===== src/hw/rtl/clrf_pkg.sv =====
// ----------------------------------------------------------------------------
// Package for the rectangle and line fill engine
// Operation codes, status codes, register indexes and the sequencer states.
// ----------------------------------------------------------------------------
package clrf_pkg;

  localparam int COORD_W      = 17;
  localparam int CALC_W       = 20;
  localparam int COLOR_W      = 24;
  localparam int STATUS_W     = 2;
  localparam int CANVAS_REG_W = 9;
  localparam int CFG_INDEX_W  = 2;

  // Operation codes carried by a request.
  typedef enum logic [1:0] {
    OP_FILL = 2'd0,
    OP_LINE = 2'd1,
    OP_READ = 2'd2,
    OP_INIT = 2'd3
  } op_t;

  // Result status codes.
  localparam logic [STATUS_W-1:0] STATUS_OK       = 2'd0;
  localparam logic [STATUS_W-1:0] STATUS_DIAGONAL = 2'd1;
  localparam logic [STATUS_W-1:0] STATUS_OUTSIDE  = 2'd2;

  // Configuration register indexes.
  localparam logic [CFG_INDEX_W-1:0] REG_CANVAS_W   = 2'd0;
  localparam logic [CFG_INDEX_W-1:0] REG_CANVAS_H   = 2'd1;
  localparam logic [CFG_INDEX_W-1:0] REG_BACKGROUND = 2'd2;

  // Sequencer states.
  typedef enum logic [3:0] {
    ST_IDLE,
    ST_CLIP,
    ST_DECIDE,
    ST_BASE,
    ST_FILL,
    ST_CLEAR,
    ST_RADDR,
    ST_RDATA,
    ST_DONE
  } state_t;

  // Classification of the current request, from the geometry unit.
  typedef struct packed {
    logic diag;
    logic outside;
    logic empty;
  } geom_flags_t;

endpackage


===== src/hw/rtl/clrf_seq.sv =====
// ----------------------------------------------------------------------------
// Sequencer and raster walker
// Steps one request through clipping, then walks the clipped area (or the
// whole store for an init) one pixel per cycle, or performs a single read.
// ----------------------------------------------------------------------------
module clrf_seq
  import clrf_pkg::*;
#(
  parameter int MAX_WIDTH = 256,
  parameter int XW        = 9,
  parameter int YW        = 9,
  parameter int DEPTH     = 65536,
  parameter int ADDR_W    = 16
) (
  input  logic                clk,
  input  logic                rst,
  input  logic                in_accept,
  input  logic [1:0]          op,
  input  logic [XW-1:0]       left,
  input  logic [XW-1:0]       right,
  input  logic [YW-1:0]       top,
  input  logic [YW-1:0]       bottom,
  input  geom_flags_t         flags,
  input  logic                slot_free,
  input  logic [COLOR_W-1:0]  mem_rdata,
  output logic                idle,
  output logic                load_clip,
  output logic                mem_we,
  output logic                mem_re,
  output logic                fill_bg,
  output logic [ADDR_W-1:0]   mem_addr,
  output logic                res_valid,
  output logic [COLOR_W-1:0]  res_pixel,
  output logic [STATUS_W-1:0] res_status
);

  state_t              state, state_next;
  op_t                 op_q;
  logic [XW-1:0]       x;
  logic [YW-1:0]       y;
  logic [ADDR_W-1:0]   row_base;
  logic [ADDR_W-1:0]   clr_addr;
  logic                x_last, y_last, clr_last;

  assign x_last   = (x + 1'b1) == right;
  assign y_last   = (y + 1'b1) == bottom;
  assign clr_last = clr_addr == ADDR_W'(DEPTH - 1);

  // Next state.
  always_comb begin
    state_next = state;
    case (state)
      ST_IDLE:   if (in_accept) state_next = ST_CLIP;
      ST_CLIP:   state_next = ST_DECIDE;
      ST_DECIDE: begin
        case (op_q)
          OP_INIT: state_next = ST_CLEAR;
          OP_READ: state_next = flags.outside ? ST_DONE : ST_BASE;
          OP_LINE: state_next = (flags.diag || flags.empty) ? ST_DONE : ST_BASE;
          default: state_next = flags.empty ? ST_DONE : ST_BASE;
        endcase
      end
      ST_BASE:   state_next = (op_q == OP_READ) ? ST_RADDR : ST_FILL;
      ST_FILL:   if (x_last && y_last) state_next = ST_DONE;
      ST_CLEAR:  if (clr_last) state_next = ST_DONE;
      ST_RADDR:  state_next = ST_RDATA;
      ST_RDATA:  state_next = ST_DONE;
      ST_DONE:   if (slot_free) state_next = ST_IDLE;
      default:   state_next = ST_IDLE;
    endcase
  end

  // Outputs decoded from the state.
  always_comb begin
    idle      = (state == ST_IDLE);
    load_clip = (state == ST_CLIP);
    mem_we    = (state == ST_FILL) || (state == ST_CLEAR);
    mem_re    = (state == ST_RADDR);
    fill_bg   = (state == ST_CLEAR);
    mem_addr  = (state == ST_CLEAR) ? clr_addr : row_base + ADDR_W'(x);
    res_valid = (state == ST_DONE) && slot_free;
  end

  always_ff @(posedge clk) begin
    if (rst) begin
      state <= ST_IDLE;
    end else begin
      state <= state_next;
    end
  end

  // Walker counters and the result being built.
  always_ff @(posedge clk) begin
    case (state)
      ST_IDLE: begin
        if (in_accept) begin
          op_q <= op_t'(op);
        end
      end
      ST_DECIDE: begin
        x         <= left;
        y         <= top;
        clr_addr  <= '0;
        res_pixel <= '0;
        if (op_q == OP_READ && flags.outside) begin
          res_status <= STATUS_OUTSIDE;
        end else if (op_q == OP_LINE && flags.diag) begin
          res_status <= STATUS_DIAGONAL;
        end else begin
          res_status <= STATUS_OK;
        end
      end
      ST_BASE: begin
        row_base <= ADDR_W'(int'(y) * MAX_WIDTH);
      end
      ST_FILL: begin
        if (x_last) begin
          x        <= left;
          y        <= y + 1'b1;
          row_base <= row_base + ADDR_W'(MAX_WIDTH);
        end else begin
          x <= x + 1'b1;
        end
      end
      ST_CLEAR: begin
        clr_addr <= clr_addr + 1'b1;
      end
      ST_RDATA: begin
        res_pixel <= mem_rdata;
      end
      default: begin
      end
    endcase
  end

endmodule


===== config.mk =====
export PLATFORM = sky130hd
export DESIGN_NAME = clrf_seq
export DESIGN_NICKNAME = d
export VERILOG_FILES = /design/src/hw/rtl/clrf_pkg.sv /design/src/hw/rtl/clrf_seq.sv
export SDC_FILE = /design/constraint.sdc
export NUM_CORES = 1
export LEC_CHECK = 0
export ABC_AREA = 1
export BUFFER_PORTS_ARGS = -buffer_cell sky130_fd_sc_hd__buf_2
export CAP_MARGIN = 20
export CORE_AREA = 2 2 99 101
export DETAILED_ROUTE_END_ITERATION = 8
export DIE_AREA = 0 0 101 103
export PLACE_DENSITY_LB_ADDON = 0.3
export SKIP_LAST_GASP = 1
export SLEW_MARGIN = 10
export SYNTH_ARGS = -nofsm -noshare
export SYNTH_HDL_FRONTEND = slang
export SYNTH_SLANG_ARGS = --single-unit
export TNS_END_PERCENT = 20

===== constraint.sdc =====
create_clock -name clk -period 2.3 [get_ports clk]
set_clock_uncertainty 0.05 [all_clocks]
set_input_delay 0 -clock clk [delete_from_list [all_inputs] [get_ports clk]]
set_output_delay 0 -clock clk [all_outputs]
set_load 0.05 [all_outputs]

==> key figures <==
Synthesis
  – Top-count cell post-synth: nand2_1
  – Yosys warning count: 0
  – Post-synth cell types: 32
  – Seq cells post-synth: 74
  – Mapped Area: roughly 0.0044 mm2
  – Post-synth top cells: 143 x nand2_1, 88 x inv_1, 87 x nor2_1
  – Post-synth ARST share: 0
  – Most common flop cell mapped by yosys: edfxtp_1
  – Post-synth EDFFs: 70
  – Syn Inst Count: between 500 and 600
  – Synth Area per Inst: 7.86 um2
  – Syn nets: about 640
  – Yosys top cell area share: 0.478
  – Sequential element share of the synthesized area: 0.496
  – Ranking of synthesized cells by area: edfxtp_1 48%, nand2_1 12%, inv_1 7.5%
  – Synth area leader: edfxtp_1

Worst hold path
  – Class of the worst hold path: in2reg
  – Hold Path Cell Cnt: 6
  – Hold Crit Start: flags[0]
  – Hold EP: state[1]

Clock tree
  – Htree depth: 3
  – Inserted Clock Buffers: 9
  – Clk_lat worst skew: ~0.36 ns
  – CTS tree: yes
  – Maximum clock insertion buffer count: 2
  – CTS root buf: clkbuf_8
  – Clock slew at reported path FFs: ~0.09 ns
  – CTS sink count: 74

STA
  – Crit path time final: ~2.2 ns
  – Setup_tns: 0 ns
  – Final WS setup: 0.104 ns
  – Hold WS: between 0.03 and 0.04 ns
  – Max-slew headroom: 0.698
  – Max-slew violations: 0
  – Period utilization: 0.955
  – Fmax: approximately 460 MHz
  – Final Setup Violations: 0
  – Worst slew pin tran: around 0.45 ns
  – Count of final hold-check violations: 0

Cells and area
  – Diodes inserted: 0
  – Nets@finish: ~800
  – Share of layout cells above drive strength 1: 0.221
  – Multi-input gate area: about 0.0019 mm2
  – Syn-to-layout area delta: 35.4%
  – Reg area: roughly 0.0022 mm2
  – Filler cell count: approximately 810

Drt
  – Drc violations: 0
  – Routed Antenna Nets: 0
  – Vias: approximately 4300
  – Vias per Instance: slightly below 5
  – Per-cell routed wire length: roughly 13 um
  – Post-Route WL: 11.1 mm
  – DRT iter0 DRCs: approximately 210
  – Drt first pass iters: 6

Die
  – Die X-Extent: between 100 and 150 um
  – Core Area: between 0.009 and 0.01 mm2
  – # rows: 36
  – Die Y: between 100 and 150 um
  – Ports: roughly 120
  – Die area: approximately 0.010 mm2
  – Initial cell density of the core: 0.465

Power and ir drop
  – LEAKAGE: 2.83 nW
  – Pwr Density: between 800 and 900 mW/mm2
  – Worst VDD drop: approximately 330 uV
  – Design Power: ~5.4 mW

GRT
  – First-pass GRT wire length: ~17 mm
  – Total GRT Usage: 0.211
  – Overflow left after global routing: 0
  – Antenna violations before repair: 0
  – Vias in the first global route: roughly 4000
  – Pin count of the biggest net entering global routing: 26

Placement
  – HPWL after DPL: 7.72 mm
  – PortBufs: 116
  – Dpl ws: about 0.18 ns
  – GP Congestion: between 0.9 and 1

Setup path
  – Setup crit start kind: register
  – Critical Path AT: between 2 and 2.5 ns
  – Crit. End Element: register
  – Crit-path max FO: 8
  – Worst reg-to-reg setup slack: 0.10 ns
  – Reg2Reg Depth: 9
  – Critical Path RT: approximately 2.3 ns
  – CP max-delay cell: edfxtp_1
  – Slowest Stage Delay on Critical Path: around 0.48 ns
  – CP delay by family, top: simple AND/OR/NAND/NOR gates
  – Worst path cell trace: ha_4, xnor2_1, nand2_1, nor2_1, nand3_1, nor2_1, nand3_4, o21ai_1, buf_4
  – Reg2Reg Capture Point: row_base[14]
  – R2r startpoint: x[1]
  – Cell repeated most along the worst path: nor2_1
  – WS Path Type: reg2reg
  – CP bufs+invs: 1

Run status
  – Outcome: finished, final reports clean

Job
  – # Max-Cap Violations: 0
[sequential cells by signal, summed over array words and instances (netlist names)]
signal	count
state	4
clr_addr	16
res_pixel	24
row_base	8
op_q	2
y	9
res_status	2
x	9
[per-layer routing]
layer  GRT usage  share of wire  vias to the layer above
met5           0              0                        -
met4      0.0811          0.015                        0
met3      0.0427          0.051                       15
met2       0.374           0.51                      146
met1       0.253           0.42                     1909
li1            -              -                     2190
[worst max path at each step]
stage | from | end | slack [ns] | depth (start not counted)
after global routing | x[1] | row_base[11] | -0.05 | 10
final | x[1] | row_base[14] | 0.10 | 9
after CTS | x[1] | state[2] | 0.15 | 10
after floorplan | x[0] | row_base[10] | -0.15 | 8
after global placement | x[1] | row_base[15] | 0.23 | 10
after detailed placement | x[1] | state[2] | 0.18 | 10
[logic make-up (layout without fill, tap and decap cells)]
logic type	after synthesis	count (layout)	synth area share
and+or+nand+nor	292	292	0.278
buffers and inverters	100	286	0.0867
AOI/OAI and AO/OA	75	75	0.0927
DFF	74	74	0.496
xor gates and xnor gates	13	13	0.0293
adders and majority gates	6	6	0.0171
[layout by cell type, fill, tap and decap left out, types with 14 or more instances in the layout]
cell           synthesis  layout
nor2_1                87      85
buf_2                  2     116
edfxtp_1              70      70
o21ai_0               46      44
dlygate4sd3_1          0      48
buf_4                  1      14
nand2_1              143     142
nand3_1               34      32
a21oi_1               14      14
inv_1                 88      88
[through the flow]
| step | instance area, um2 | cells | utilization |
|---|---|---|---|
| after floorplan | 4400 | 560 | - |
| after global placement | 5170 | 789 | 0.546 |
| after detailed placement | 5170 | 789 | 0.546 |
| after CTS | 5830 | 853 | 0.616 |
| after global routing | 5960 | 860 | 0.630 |
| final | 5960 | 860 | 0.630 |
[what timing repair did]
action                                 4_1_cts  5_1_grt
setup endpoints to repair                    0       22
gates resized for setup                      0       17
endpoints found under the hold margin       52        0
setup buffers                                0        7
hold buffers                                48        0
[worst reg2reg max path, delay by kind of cell (launching register included)]
family | cells | cell delay (ns)
compound gates | 1 | 0.18
flops | 1 | 0.48
fa+ha+maj | 1 | 0.32
buf+inv | 1 | 0.19
xor+xnor | 1 | 0.12
simple gates | 5 | 0.56
[report_power, final]
part | switching [mW] | total [mW] | leakage (nW) | internal, mW
registers | 0.215 | 2.04 | 0.682 | 1.83
clock network | 0.542 | 0.950 | 0.0872 | 0.408
logic | 1.65 | 2.37 | 2.07 | 0.717
[final cells by class]
class                   count  share of cell area
inverters                  88              0.0555
clock inverters             7             0.00987
multi-input cells         386               0.319
repair buffers            182               0.205
flip-flops and latches     74               0.366
well taps                 114              0.0239
clock buffers               9              0.0208
No activity file was read; power rests on OpenSTA's default activity.
