<file path="config.mk">
export PLATFORM = sky130hd
export DESIGN_NAME = clrf_geom
export DESIGN_NICKNAME = d
export VERILOG_FILES = /design/src/hw/rtl/clrf_pkg.sv /design/src/hw/rtl/clrf_geom.sv
export SDC_FILE = /design/constraint.sdc
export NUM_CORES = 1
export LEC_CHECK = 0
export BUFFER_PORTS_ARGS = -buffer_cell sky130_fd_sc_hd__buf_2
export CORE_ASPECT_RATIO = 1.5
export CORE_MARGIN = 4
export CORE_UTILIZATION = 50
export DETAILED_ROUTE_END_ITERATION = 8
export HOLD_SLACK_MARGIN = 0.12
export PLACE_DENSITY = 0.71
export SLEW_MARGIN = 15
export SYNTH_ARGS = -nofsm -noshare
export SYNTH_HDL_FRONTEND = slang
export SYNTH_SLANG_ARGS = --single-unit
</file>
<file path="constraint.sdc">
create_clock -name clk -period 6.33 [get_ports clk]
set_clock_uncertainty 0.2 [all_clocks]
set_input_delay 1.5825 -clock clk [delete_from_list [all_inputs] [get_ports clk]]
set_output_delay 1.5825 -clock clk [all_outputs]
set_load 0.01 [all_outputs]
</file>
<file path="src/hw/rtl/clrf_pkg.sv">
// ----------------------------------------------------------------------------
// Package for the rectangle and line fill engine
// Operation codes, status codes, register indexes and the sequencer states.
// ----------------------------------------------------------------------------
package clrf_pkg;

  localparam int COORD_W      = 17;
  localparam int CALC_W       = 20;
  localparam int COLOR_W      = 24;
  localparam int STATUS_W     = 2;
  localparam int CANVAS_REG_W = 9;
  localparam int CFG_INDEX_W  = 2;

  // Operation codes carried by a request.
  typedef enum logic [1:0] {
    OP_FILL = 2'd0,
    OP_LINE = 2'd1,
    OP_READ = 2'd2,
    OP_INIT = 2'd3
  } op_t;

  // Result status codes.
  localparam logic [STATUS_W-1:0] STATUS_OK       = 2'd0;
  localparam logic [STATUS_W-1:0] STATUS_DIAGONAL = 2'd1;
  localparam logic [STATUS_W-1:0] STATUS_OUTSIDE  = 2'd2;

  // Configuration register indexes.
  localparam logic [CFG_INDEX_W-1:0] REG_CANVAS_W   = 2'd0;
  localparam logic [CFG_INDEX_W-1:0] REG_CANVAS_H   = 2'd1;
  localparam logic [CFG_INDEX_W-1:0] REG_BACKGROUND = 2'd2;

  // Sequencer states.
  typedef enum logic [3:0] {
    ST_IDLE,
    ST_CLIP,
    ST_DECIDE,
    ST_BASE,
    ST_FILL,
    ST_CLEAR,
    ST_RADDR,
    ST_RDATA,
    ST_DONE
  } state_t;

  // Classification of the current request, from the geometry unit.
  typedef struct packed {
    logic diag;
    logic outside;
    logic empty;
  } geom_flags_t;

endpackage

</file>
<file path="src/hw/rtl/clrf_geom.sv">
// ----------------------------------------------------------------------------
// Geometry unit
// Turns a fill or line request into a rectangle and clips it to the canvas,
// in two registered steps.
// ----------------------------------------------------------------------------
module clrf_geom
  import clrf_pkg::*;
#(
  parameter int XW = 9,
  parameter int YW = 9
) (
  input  logic                      clk,
  input  logic                      load_raw,
  input  logic                      load_clip,
  input  logic [1:0]                op,
  input  logic signed [COORD_W-1:0] pos_x,
  input  logic signed [COORD_W-1:0] pos_y,
  input  logic signed [COORD_W-1:0] extent_w,
  input  logic signed [COORD_W-1:0] extent_h,
  input  logic signed [COORD_W-1:0] end_x,
  input  logic signed [COORD_W-1:0] end_y,
  input  logic signed [COORD_W-1:0] thickness,
  input  logic [XW-1:0]             act_w,
  input  logic [YW-1:0]             act_h,
  output logic [XW-1:0]             left,
  output logic [XW-1:0]             right,
  output logic [YW-1:0]             top,
  output logic [YW-1:0]             bottom,
  output geom_flags_t               flags
);

  localparam int PAD = CALC_W - COORD_W;

  logic signed [CALC_W-1:0] px_e, py_e, ew_e, eh_e, ex_e, ey_e, th_e;
  logic signed [CALC_W-1:0] th_adj, half;
  logic signed [CALC_W-1:0] min_x, max_x, min_y, max_y;
  logic signed [CALC_W-1:0] raw_l_c, raw_r_c, raw_t_c, raw_b_c;
  logic                     diag_c;
  logic signed [CALC_W-1:0] raw_l, raw_r, raw_t, raw_b;
  logic                     raw_diag;
  logic signed [CALC_W-1:0] w_ext, h_ext;
  logic [XW-1:0]            cl_l, cl_r;
  logic [YW-1:0]            cl_t, cl_b;
  logic                     outside_c;

  function automatic logic [XW-1:0] clamp_x(input logic signed [CALC_W-1:0] v,
                                            input logic signed [CALC_W-1:0] hi);
    logic [XW-1:0] r;
    if (v < 0) begin
      r = '0;
    end else if (v > hi) begin
      r = hi[XW-1:0];
    end else begin
      r = v[XW-1:0];
    end
    return r;
  endfunction

  function automatic logic [YW-1:0] clamp_y(input logic signed [CALC_W-1:0] v,
                                            input logic signed [CALC_W-1:0] hi);
    logic [YW-1:0] r;
    if (v < 0) begin
      r = '0;
    end else if (v > hi) begin
      r = hi[YW-1:0];
    end else begin
      r = v[YW-1:0];
    end
    return r;
  endfunction

  // Sign-extend the coordinates to the working width.
  assign px_e = {{PAD{pos_x[COORD_W-1]}}, pos_x};
  assign py_e = {{PAD{pos_y[COORD_W-1]}}, pos_y};
  assign ew_e = {{PAD{extent_w[COORD_W-1]}}, extent_w};
  assign eh_e = {{PAD{extent_h[COORD_W-1]}}, extent_h};
  assign ex_e = {{PAD{end_x[COORD_W-1]}}, end_x};
  assign ey_e = {{PAD{end_y[COORD_W-1]}}, end_y};
  assign th_e = {{PAD{thickness[COORD_W-1]}}, thickness};

  // Half thickness, rounded toward zero.
  assign th_adj = th_e + {{(CALC_W-1){1'b0}}, th_e[CALC_W-1]};
  assign half   = th_adj >>> 1;

  assign min_x = (px_e < ex_e) ? px_e : ex_e;
  assign max_x = (px_e < ex_e) ? ex_e : px_e;
  assign min_y = (py_e < ey_e) ? py_e : ey_e;
  assign max_y = (py_e < ey_e) ? ey_e : py_e;

  // Unclipped rectangle edges; right and bottom are exclusive.
  always_comb begin
    raw_l_c = px_e;
    raw_r_c = px_e + ew_e;
    raw_t_c = py_e;
    raw_b_c = py_e + eh_e;
    diag_c  = 1'b0;
    if (op_t'(op) == OP_LINE) begin
      if (px_e == ex_e) begin
        raw_l_c = px_e - half;
        raw_r_c = px_e - half + th_e;
        raw_t_c = min_y;
        raw_b_c = max_y + {{(CALC_W-1){1'b0}}, 1'b1};
      end else if (py_e == ey_e) begin
        raw_l_c = min_x;
        raw_r_c = max_x + {{(CALC_W-1){1'b0}}, 1'b1};
        raw_t_c = py_e - half;
        raw_b_c = py_e - half + th_e;
      end else begin
        diag_c  = 1'b1;
      end
    end
  end

  always_ff @(posedge clk) begin
    if (load_raw) begin
      raw_l    <= raw_l_c;
      raw_r    <= raw_r_c;
      raw_t    <= raw_t_c;
      raw_b    <= raw_b_c;
      raw_diag <= diag_c;
    end
  end

  // Clip to the active canvas.
  assign w_ext = {{(CALC_W-XW){1'b0}}, act_w};
  assign h_ext = {{(CALC_W-YW){1'b0}}, act_h};
  assign cl_l  = clamp_x(raw_l, w_ext);
  assign cl_r  = clamp_x(raw_r, w_ext);
  assign cl_t  = clamp_y(raw_t, h_ext);
  assign cl_b  = clamp_y(raw_b, h_ext);

  // A read uses the unclipped start point.
  assign outside_c = (raw_l < 0) || (raw_l >= w_ext) || (raw_t < 0) || (raw_t >= h_ext);

  always_ff @(posedge clk) begin
    if (load_clip) begin
      left          <= cl_l;
      right         <= cl_r;
      top           <= cl_t;
      bottom        <= cl_b;
      flags.diag    <= raw_diag;
      flags.outside <= outside_c;
      flags.empty   <= (cl_r <= cl_l) || (cl_b <= cl_t);
    end
  end

endmodule

</file>
==> results of run 1 <==
## layer usage
layer | share of wire | routed length (um) | track usage
met1 | 0.38 | 19000 | 0.360
met2 | 0.51 | 25300 | 0.557
met3 | 0.064 | 3190 | 0.0329
met4 | 0.049 | 2470 | 0.148
met5 | 0.00028 | 14 | 0
## per-stage QoR
stage	worst slack, ns	area, um^2
floorplan	0.00176	14300
global placement	-0.264	16400
detailed placement	-0.339	16400
CTS	0.131	17000
global route	-0.0116	17100
finish	0.201	17100
## path summary, 6_finish.rpt
check,from,endpoint,slack (ns),cells past startpoint
worst min register to register,raw_diag,flags[2],0.28,0
worst max register to register,raw_r[1],flags[0],1.28,25
worst max-delay path,thickness[0],raw_r[14],0.20,22
worst min-delay path,raw_diag,flags[2],0.28,0
## placed cells by master (no fill, tap or decap), types with 34 or more instances in the layout
cell | netlist | routed
sky130_fd_sc_hd__mux2i_1 | 38 | 38
sky130_fd_sc_hd__buf_4 | 1 | 134
sky130_fd_sc_hd__xnor2_1 | 114 | 112
sky130_fd_sc_hd__o21ai_0 | 105 | 103
sky130_fd_sc_hd__nor2_1 | 135 | 134
sky130_fd_sc_hd__ha_1 | 176 | 175
sky130_fd_sc_hd__o22ai_1 | 37 | 37
sky130_fd_sc_hd__buf_2 | 3 | 180
sky130_fd_sc_hd__o21a_1 | 34 | 34
sky130_fd_sc_hd__a21oi_1 | 130 | 124
sky130_fd_sc_hd__edfxtp_1 | 116 | 116
sky130_fd_sc_hd__nand2_1 | 131 | 131
sky130_fd_sc_hd__nand3_1 | 53 | 53
sky130_fd_sc_hd__a21o_1 | 36 | 36
sky130_fd_sc_hd__inv_1 | 107 | 107
sky130_fd_sc_hd__xor2_1 | 42 | 42
sky130_fd_sc_hd__nor3_1 | 44 | 44
## logic make-up after synthesis
group | Yosys count | share of synthesized area
multiplexers | 49 | 0.0354
XOR/XNOR | 159 | 0.0998
AND/OR/NAND/NOR | 534 | 0.183
flip-flops | 116 | 0.244
AO/OA/AOI/OAI | 482 | 0.216
adder cells (fa/ha/maj) | 198 | 0.175
buffers and inverters | 173 | 0.0462
## repair_timing
action                                  in CTS  in global routing
endpoints found under the hold margin        0                  0
endpoints found under the setup margin       0                  8
gates resized for setup                      0                 13
setup buffers                                0                  1
## report_power, final
part / total, mW / internal, mW / switching (mW)
Sequential: 0.991 / 0.954 / 0.0367
Clock: 1.08 / 0.743 / 0.340
Combinational: 1.63 / 0.725 / 0.905
Total: 3.70 / 2.42 / 1.28
## final cells by class
cell class,instances,area [um^2],share of cell area
diodes,1,2.50,0.000146
clock buffers,31,648,0.0378
clock inverters,2,33.8,0.00197
inverters,107,402,0.0235
multi-input cells,1422,10200,0.597
flip-flops and latches,116,3480,0.203
well taps,346,433,0.0253
repair buffers,314,1910,0.111
## worst reg2reg max path: stages, from the launching register on
cell and delay, ns:
sky130_fd_sc_hd__edfxtp_1 0.38, sky130_fd_sc_hd__ha_1 0.30, sky130_fd_sc_hd__nor2b_1 0.13, sky130_fd_sc_hd__o21a_1 0.16, sky130_fd_sc_hd__o21a_1 0.16, sky130_fd_sc_hd__o21a_1 0.17
sky130_fd_sc_hd__o21a_1 0.16, sky130_fd_sc_hd__o21a_1 0.16, sky130_fd_sc_hd__o21a_1 0.16, sky130_fd_sc_hd__o21a_1 0.16, sky130_fd_sc_hd__o21ai_0 0.16, sky130_fd_sc_hd__a41o_1 0.38
sky130_fd_sc_hd__mux2i_1 0.25, sky130_fd_sc_hd__nor2_1 0.08, sky130_fd_sc_hd__ha_1 0.31, sky130_fd_sc_hd__nor2b_1 0.14, sky130_fd_sc_hd__o21a_1 0.13, sky130_fd_sc_hd__o21a_1 0.13
sky130_fd_sc_hd__o21ai_0 0.08, sky130_fd_sc_hd__nand2b_1 0.09, sky130_fd_sc_hd__a21oi_1 0.08, sky130_fd_sc_hd__nor2b_1 0.10, sky130_fd_sc_hd__o21ai_0 0.08, sky130_fd_sc_hd__nand2b_1 0.08
sky130_fd_sc_hd__a21oi_1 0.07, sky130_fd_sc_hd__or4_1 0.46
## registers in the layout, summed over array words and instances (netlist names)
register  flops
raw_t        18
right         9
top           9
left          9
bottom        9
raw_l        18
raw_diag      1
flags         3
raw_b        20
raw_r        20
==> results.toml, run 1 <==
[timing]
timing.final.crit_period_ns = 6.13
timing_worst_slew_pin_value_ns = 1.17
final-max-slew-violation-count = 0
hold-worst-slack_ns = 0.279
finalCritPeriodShare = 0.968
setup_viol_count_final = 0
final-hold-violation-count = 0
maxSlewHeadroom = 0.218
setup_tns_ns = 0
fmax_mhz = 163

[clock_tree]
clock_latency_ns = 0.47
numCtsBuffers = 25
hold_buffers = 0
htree_num_levels = 4
clkSinkCount = 116
cts.clk_slew.worst_paths_ns = 0.06
tritoncts = "done"
clock_tree.root_cell = "sky130_fd_sc_hd__clkbuf_16"
cts_buffer_depth = 3

[finish]
post_layout_nonfiller_instances = 2339
layout.filler_cells = 2530
post_route_cells_drive_above_1_share = 0.202
final_util = 0.610
layout-area-overhead-vs-synth_pct = 20.2
final_net_count = 2310

[global_route]
groute.usage.overall = 0.307
antenna_found_initial = 1
pin_count_of_the_biggest_net_entering_global_routing = 78
global_route.overflow_total = 0
global_route_wire_length_before_repair_mm = 76.0
grt_pass1_vias = 13900

[detailed_routing]
detail_route.wl_per_cell_um = 21.4
detail-route-antenna-nets = 0
detail_route.iter0.violations = 1125
routed_wl_mm = 50.0
drc_errors = 0
vias = 14400
routed_via_density = 6.14
drt_pre_antenna_iters = 6

[synthesis]
synth.cells.most_frequent = "sky130_fd_sc_hd__ha_1 (176), sky130_fd_sc_hd__nor2_1 (135), sky130_fd_sc_hd__nand2_1 (131), sky130_fd_sc_hd__a21oi_1 (130), sky130_fd_sc_hd__edfxtp_1 (116)"
synth_top_area_share = 0.244
synthArstFlopShare = 0
synthesis.yosys.warnings = 0
syn_inst = 1711
edff_count_synth = 116
post-synth-top-count-cell = "sky130_fd_sc_hd__ha_1"
synthFlopType = "sky130_fd_sc_hd__edfxtp_1"
synth.top_cells.by_area = "sky130_fd_sc_hd__edfxtp_1 (24%), sky130_fd_sc_hd__ha_1 (15%), sky130_fd_sc_hd__xnor2_1 (7.0%), sky130_fd_sc_hd__a21oi_1 (4.6%), sky130_fd_sc_hd__o21ai_0 (3.7%)"
cell_area_after_synthesis_um2 = 14200
syn_avg_cell_area_um2 = 8.33
count_of_unique_library_cells_instantiated_by_yosys = 76
syn_nets = 2035
ys_seq_area_frac = 0.244
synthesis_stage_register_bit_count = 116
post-synth-top-area-cell = "sky130_fd_sc_hd__edfxtp_1"

[status]
status = "completed"

[worst_setup_path]
cp_max_fo = 3
timing.critical_path.slowest_stage_cell = "sky130_fd_sc_hd__a222oi_1"
critical_path.endpoint_type = "flop"
timing.setup.critical_path_class = "in2reg"
crit_buf_inv = 3
critical_path.cell_chain = "buf_2 > nand2_1 > inv_1 > ha_4 > ha_1 > inv_1 > fa_2 > a221o_1 > a222oi_1 > a211oi_2 > maj3_2 > maj3_2 > xnor2_2 > ha_1 > a21o_1 > a21oi_2 > o21a_1 > o21ai_1 > o41a_1 > xnor2_1 > nor2_1 > a2111o_1"
timing.critical_path.slowest_cell_delay_ns = 0.39
cp_data_arrival_time_ns = 6.14
startpoint_type = "input pin"
crit_required_ns = 6.34
cp_top_family = "compound AO/OA/AOI/OAI gates"

[floorplanning]
rows = 75
die_span_x_um = 146
initial_core_util = 0.508
core_area_um2 = 28100
fp.dieH_um = 215
number_of_top_level_design_ports = 181
dieArea_um2 = 31300

[placed_design]
dp_hpwl_mm = 41.3
placed_cells = 2304
numPortBuffers = 180
routabilityCongestion = 0.987

[job]
timing.max_cap.violations = 0

[min_path]
hold_path_class = "reg2reg"

[power]
ir_drop_uv = 125
power-per-cell-area_nw_per_um2 = 216
leakagePower_nw = 7.59
power_mw = 3.70
Power figures use the tool's default switching activity.
==> run 2, diff against run 1 <==
--- a/config.mk
+++ b/config.mk
@@ -5,10 +5,11 @@
 export SDC_FILE = /design/constraint.sdc
 export NUM_CORES = 1
 export LEC_CHECK = 0
-export BUFFER_PORTS_ARGS = -buffer_cell sky130_fd_sc_hd__buf_2
+export BUFFER_PORTS_ARGS = -buffer_cell sky130_fd_sc_hd__clkbuf_2
 export CORE_ASPECT_RATIO = 1.5
 export CORE_MARGIN = 4
 export CORE_UTILIZATION = 50
+export CTS_CLUSTER_SIZE = 40
 export DETAILED_ROUTE_END_ITERATION = 8
 export HOLD_SLACK_MARGIN = 0.12
 export PLACE_DENSITY = 0.71
==> constraint.sdc (replaced) <==
create_clock -name clk -period 6.33 [get_ports clk]
set_clock_uncertainty 0.2 [all_clocks]
set_input_delay 0.3165 -clock clk [delete_from_list [all_inputs] [get_ports clk]]
set_output_delay 0.3165 -clock clk [all_outputs]
set_load 0.01 [all_outputs]
==> run 2 against run 1 <==
Against the previous run: final cell count is 3.9% lower; highest routed layer unchanged; final area is 4.4% lower; sequential power hardly changed; die area stayed put; fmax is 8.9% higher; count of clock-buffer cells in the layout is 2 lower; utilization is 2.7 points lower; sequential share of layout area is 0.93 points higher.
==> results.toml, run 2 (synthesized netlist as in run 1, its figures left out) <==
[status]
status = "completed"

[global_route]
groute.layer.met3.usage = 0.0301
grt_pass1_vias = 13700
gr-usage-met1 = 0.362
global_route.overflow_total = 0
global_route_wire_length_before_repair_mm = 75.0
groute.usage.overall = 0.303
antenna_found_initial = 1
pin_count_of_the_biggest_net_entering_global_routing = 78
globalRoute.busiestLayer = "met2"
grtUsageMet2 = 0.545

[finish]
multi_input_comb_area_um2 = 10100
final_net_count = 2220
most-common-layout-cells = "sky130_fd_sc_hd__clkbuf_2 (179), sky130_fd_sc_hd__ha_1 (176), sky130_fd_sc_hd__nor2_1 (134)"
stdcell_area_um2 = 16400
final_util = 0.584
post_route_cells_drive_above_1_share = 0.143
layout_top_registers = "raw_b x20, raw_r x20"
register_area_um2 = 3480
mostFrequentLayoutCell = "sky130_fd_sc_hd__clkbuf_2"
layout.filler_cells = 2622
layout-area-overhead-vs-synth_pct = 14.9
diodes = 0

[worst_setup_path]
timing.critical_path.from = "thickness[16]"
timing.setup.critical_path_class = "in2reg"
cp_data_arrival_time_ns = 5.73
crit_path_frequent_cell = "sky130_fd_sc_hd__a21oi_1"
startpoint_type = "input pin"
crit_buf_inv = 3
critical_path.endpoint_type = "flop"
regToRegEndpoint = "flags[0]"
setup.worst_path.end = "raw_b[18]"
critical_path.cell_chain = "clkbuf_2 > nand2_1 > inv_1 > ha_1 > xnor2_1 > fa_1 > inv_1 > maj3_1 > o21ai_1 > a221oi_1 > o31ai_1 > maj3_2 > a21o_1 > maj3_1 > a21oi_1 > xnor2_1 > ha_1 > or2_2 > a21oi_1 > a21oi_1 > a21oi_1 > a311oi_1 > a211o_1 > a21oi_1"
timing.critical_path.slowest_cell_delay_ns = 0.51
regToRegSetupSlack_ns = 1.06
cp_max_fo = 9
worst_r2r_path_depth = 25
timing.rr.start = "raw_r[1]"
cp_top_family = "compound AO/OA/AOI/OAI gates"
crit_required_ns = 6.43
cp.depth = 24
timing.critical_path.slowest_stage_cell = "sky130_fd_sc_hd__o31ai_1"

[floorplanning]
initial_core_util = 0.508
die_span_x_um = 146
number_of_top_level_design_ports = 181
dieArea_um2 = 31300
rows = 75
fp.dieH_um = 215
core_area_um2 = 28100

[detailed_routing]
drt_pre_antenna_iters = 5
detail_route.wl_per_cell_um = 21.9
vias = 14000
detail_route.iter0.violations = 1011
detail-route-antenna-nets = 0
routed_via_density = 6.22
routed_wl_mm = 49.2
drc_errors = 0

[power]
ir_drop_uv = 132
power-per-cell-area_nw_per_um2 = 215
leakagePower_nw = 7.14
power_mw = 3.52

[job]
timing.max_cap.violations = 0

[clock_tree]
clock_tree.root_cell = "sky130_fd_sc_hd__clkbuf_16"
clkSinkCount = 116
ctsResizeCount = 0
numCtsBuffers = 25
cts.clk_slew.worst_paths_ns = 0.05
clock_latency_ns = 0.47
tritoncts = "done"
htree_num_levels = 4
cts_buffer_depth = 3

[timing]
grt_setup_unrepaired = "false"
setup_viol_count_final = 0
final-hold-violation-count = 0
timing.final.crit_period_ns = 5.63
timing_worst_slew_pin_value_ns = 1.14
finalCritPeriodShare = 0.889
maxSlewHeadroom = 0.235
setup_tns_ns = 0
final-max-slew-violation-count = 0
fmax_mhz = 178

[placed_design]
instance_area_after_placement_um2 = 15500
routabilityCongestion = 0.978
numPortBuffers = 180
dp_hpwl_mm = 40.0

[min_path]
hold_path_class = "in2reg"
## run 2: report_power, final
part | internal (mW) | total [mW] | switching [mW]
combinational | 0.620 | 1.49 | 0.875
clock | 0.698 | 1.04 | 0.338
sequential | 0.955 | 0.991 | 0.0359
total | 2.27 | 3.52 | 1.25
## run 2: worst min path at each step
| stage | startpoint | to | depth (start not counted) |
|---|---|---|---|
| after floorplan | raw_diag | flags[2] | 0 |
| after global placement | raw_diag | flags[2] | 0 |
| after detailed placement | raw_diag | flags[2] | 0 |
| after CTS | end_x[16] | raw_l[18] | 3 |
| after global routing | end_x[16] | raw_l[18] | 3 |
| final | end_x[16] | raw_l[18] | 3 |
## run 2: what timing repair did
| action | 4_1_cts | 5_1_grt |
|---|---|---|
| endpoints found under the hold margin | 32 | 0 |
| hold buffers | 22 | 0 |
| setup buffers | 0 | 0 |
## run 2: layout make-up
type | instances | share of cell area
clock inverters | 3 | 0.000688
well taps | 346 | 0.0264
clock buffers | 29 | 0.0391
flip-flops and latches | 116 | 0.213
inverters | 107 | 0.0245
multi-input cells | 1422 | 0.618
repair buffers | 224 | 0.0786
## run 2: worst register-to-register path, stage by stage, from the launching register on
cell and delay [ns]:
sky130_fd_sc_hd__edfxtp_1 0.40, sky130_fd_sc_hd__ha_1 0.31, sky130_fd_sc_hd__nor2b_1 0.13, sky130_fd_sc_hd__o21a_1 0.16, sky130_fd_sc_hd__o21a_1 0.17, sky130_fd_sc_hd__o21a_1 0.18
sky130_fd_sc_hd__o21a_1 0.17, sky130_fd_sc_hd__o21a_1 0.16, sky130_fd_sc_hd__o21a_1 0.16, sky130_fd_sc_hd__o21a_1 0.15, sky130_fd_sc_hd__o21ai_0 0.17, sky130_fd_sc_hd__a41o_1 0.52
sky130_fd_sc_hd__mux2i_1 0.19, sky130_fd_sc_hd__or2_2 0.30, sky130_fd_sc_hd__ha_1 0.18, sky130_fd_sc_hd__nor2b_1 0.11, sky130_fd_sc_hd__o21a_1 0.13, sky130_fd_sc_hd__o21a_1 0.14
sky130_fd_sc_hd__o21ai_0 0.09, sky130_fd_sc_hd__nand2b_1 0.10, sky130_fd_sc_hd__a21oi_1 0.07, sky130_fd_sc_hd__nor2b_1 0.12, sky130_fd_sc_hd__o21ai_0 0.10, sky130_fd_sc_hd__nand2b_1 0.08
sky130_fd_sc_hd__a21oi_1 0.07, sky130_fd_sc_hd__or4_1 0.46
## run 2: metal layers
metal	routed length, um	up-vias
met5	13	-
met4	2520	2
met3	2980	157
met2	24700	568
met1	19100	6553
li1	-	6687
## run 2: metrics by stage
step	hold slack [ns]	setup WS, ns	std cells
after detailed placement	0.217	0.318	2193
after CTS	0.125	0.800	2247
after global placement	0.203	0.474	2193
final	0.154	0.700	2247
after floorplan	0.200	1.15	1711
after global routing	0.130	0.288	2247
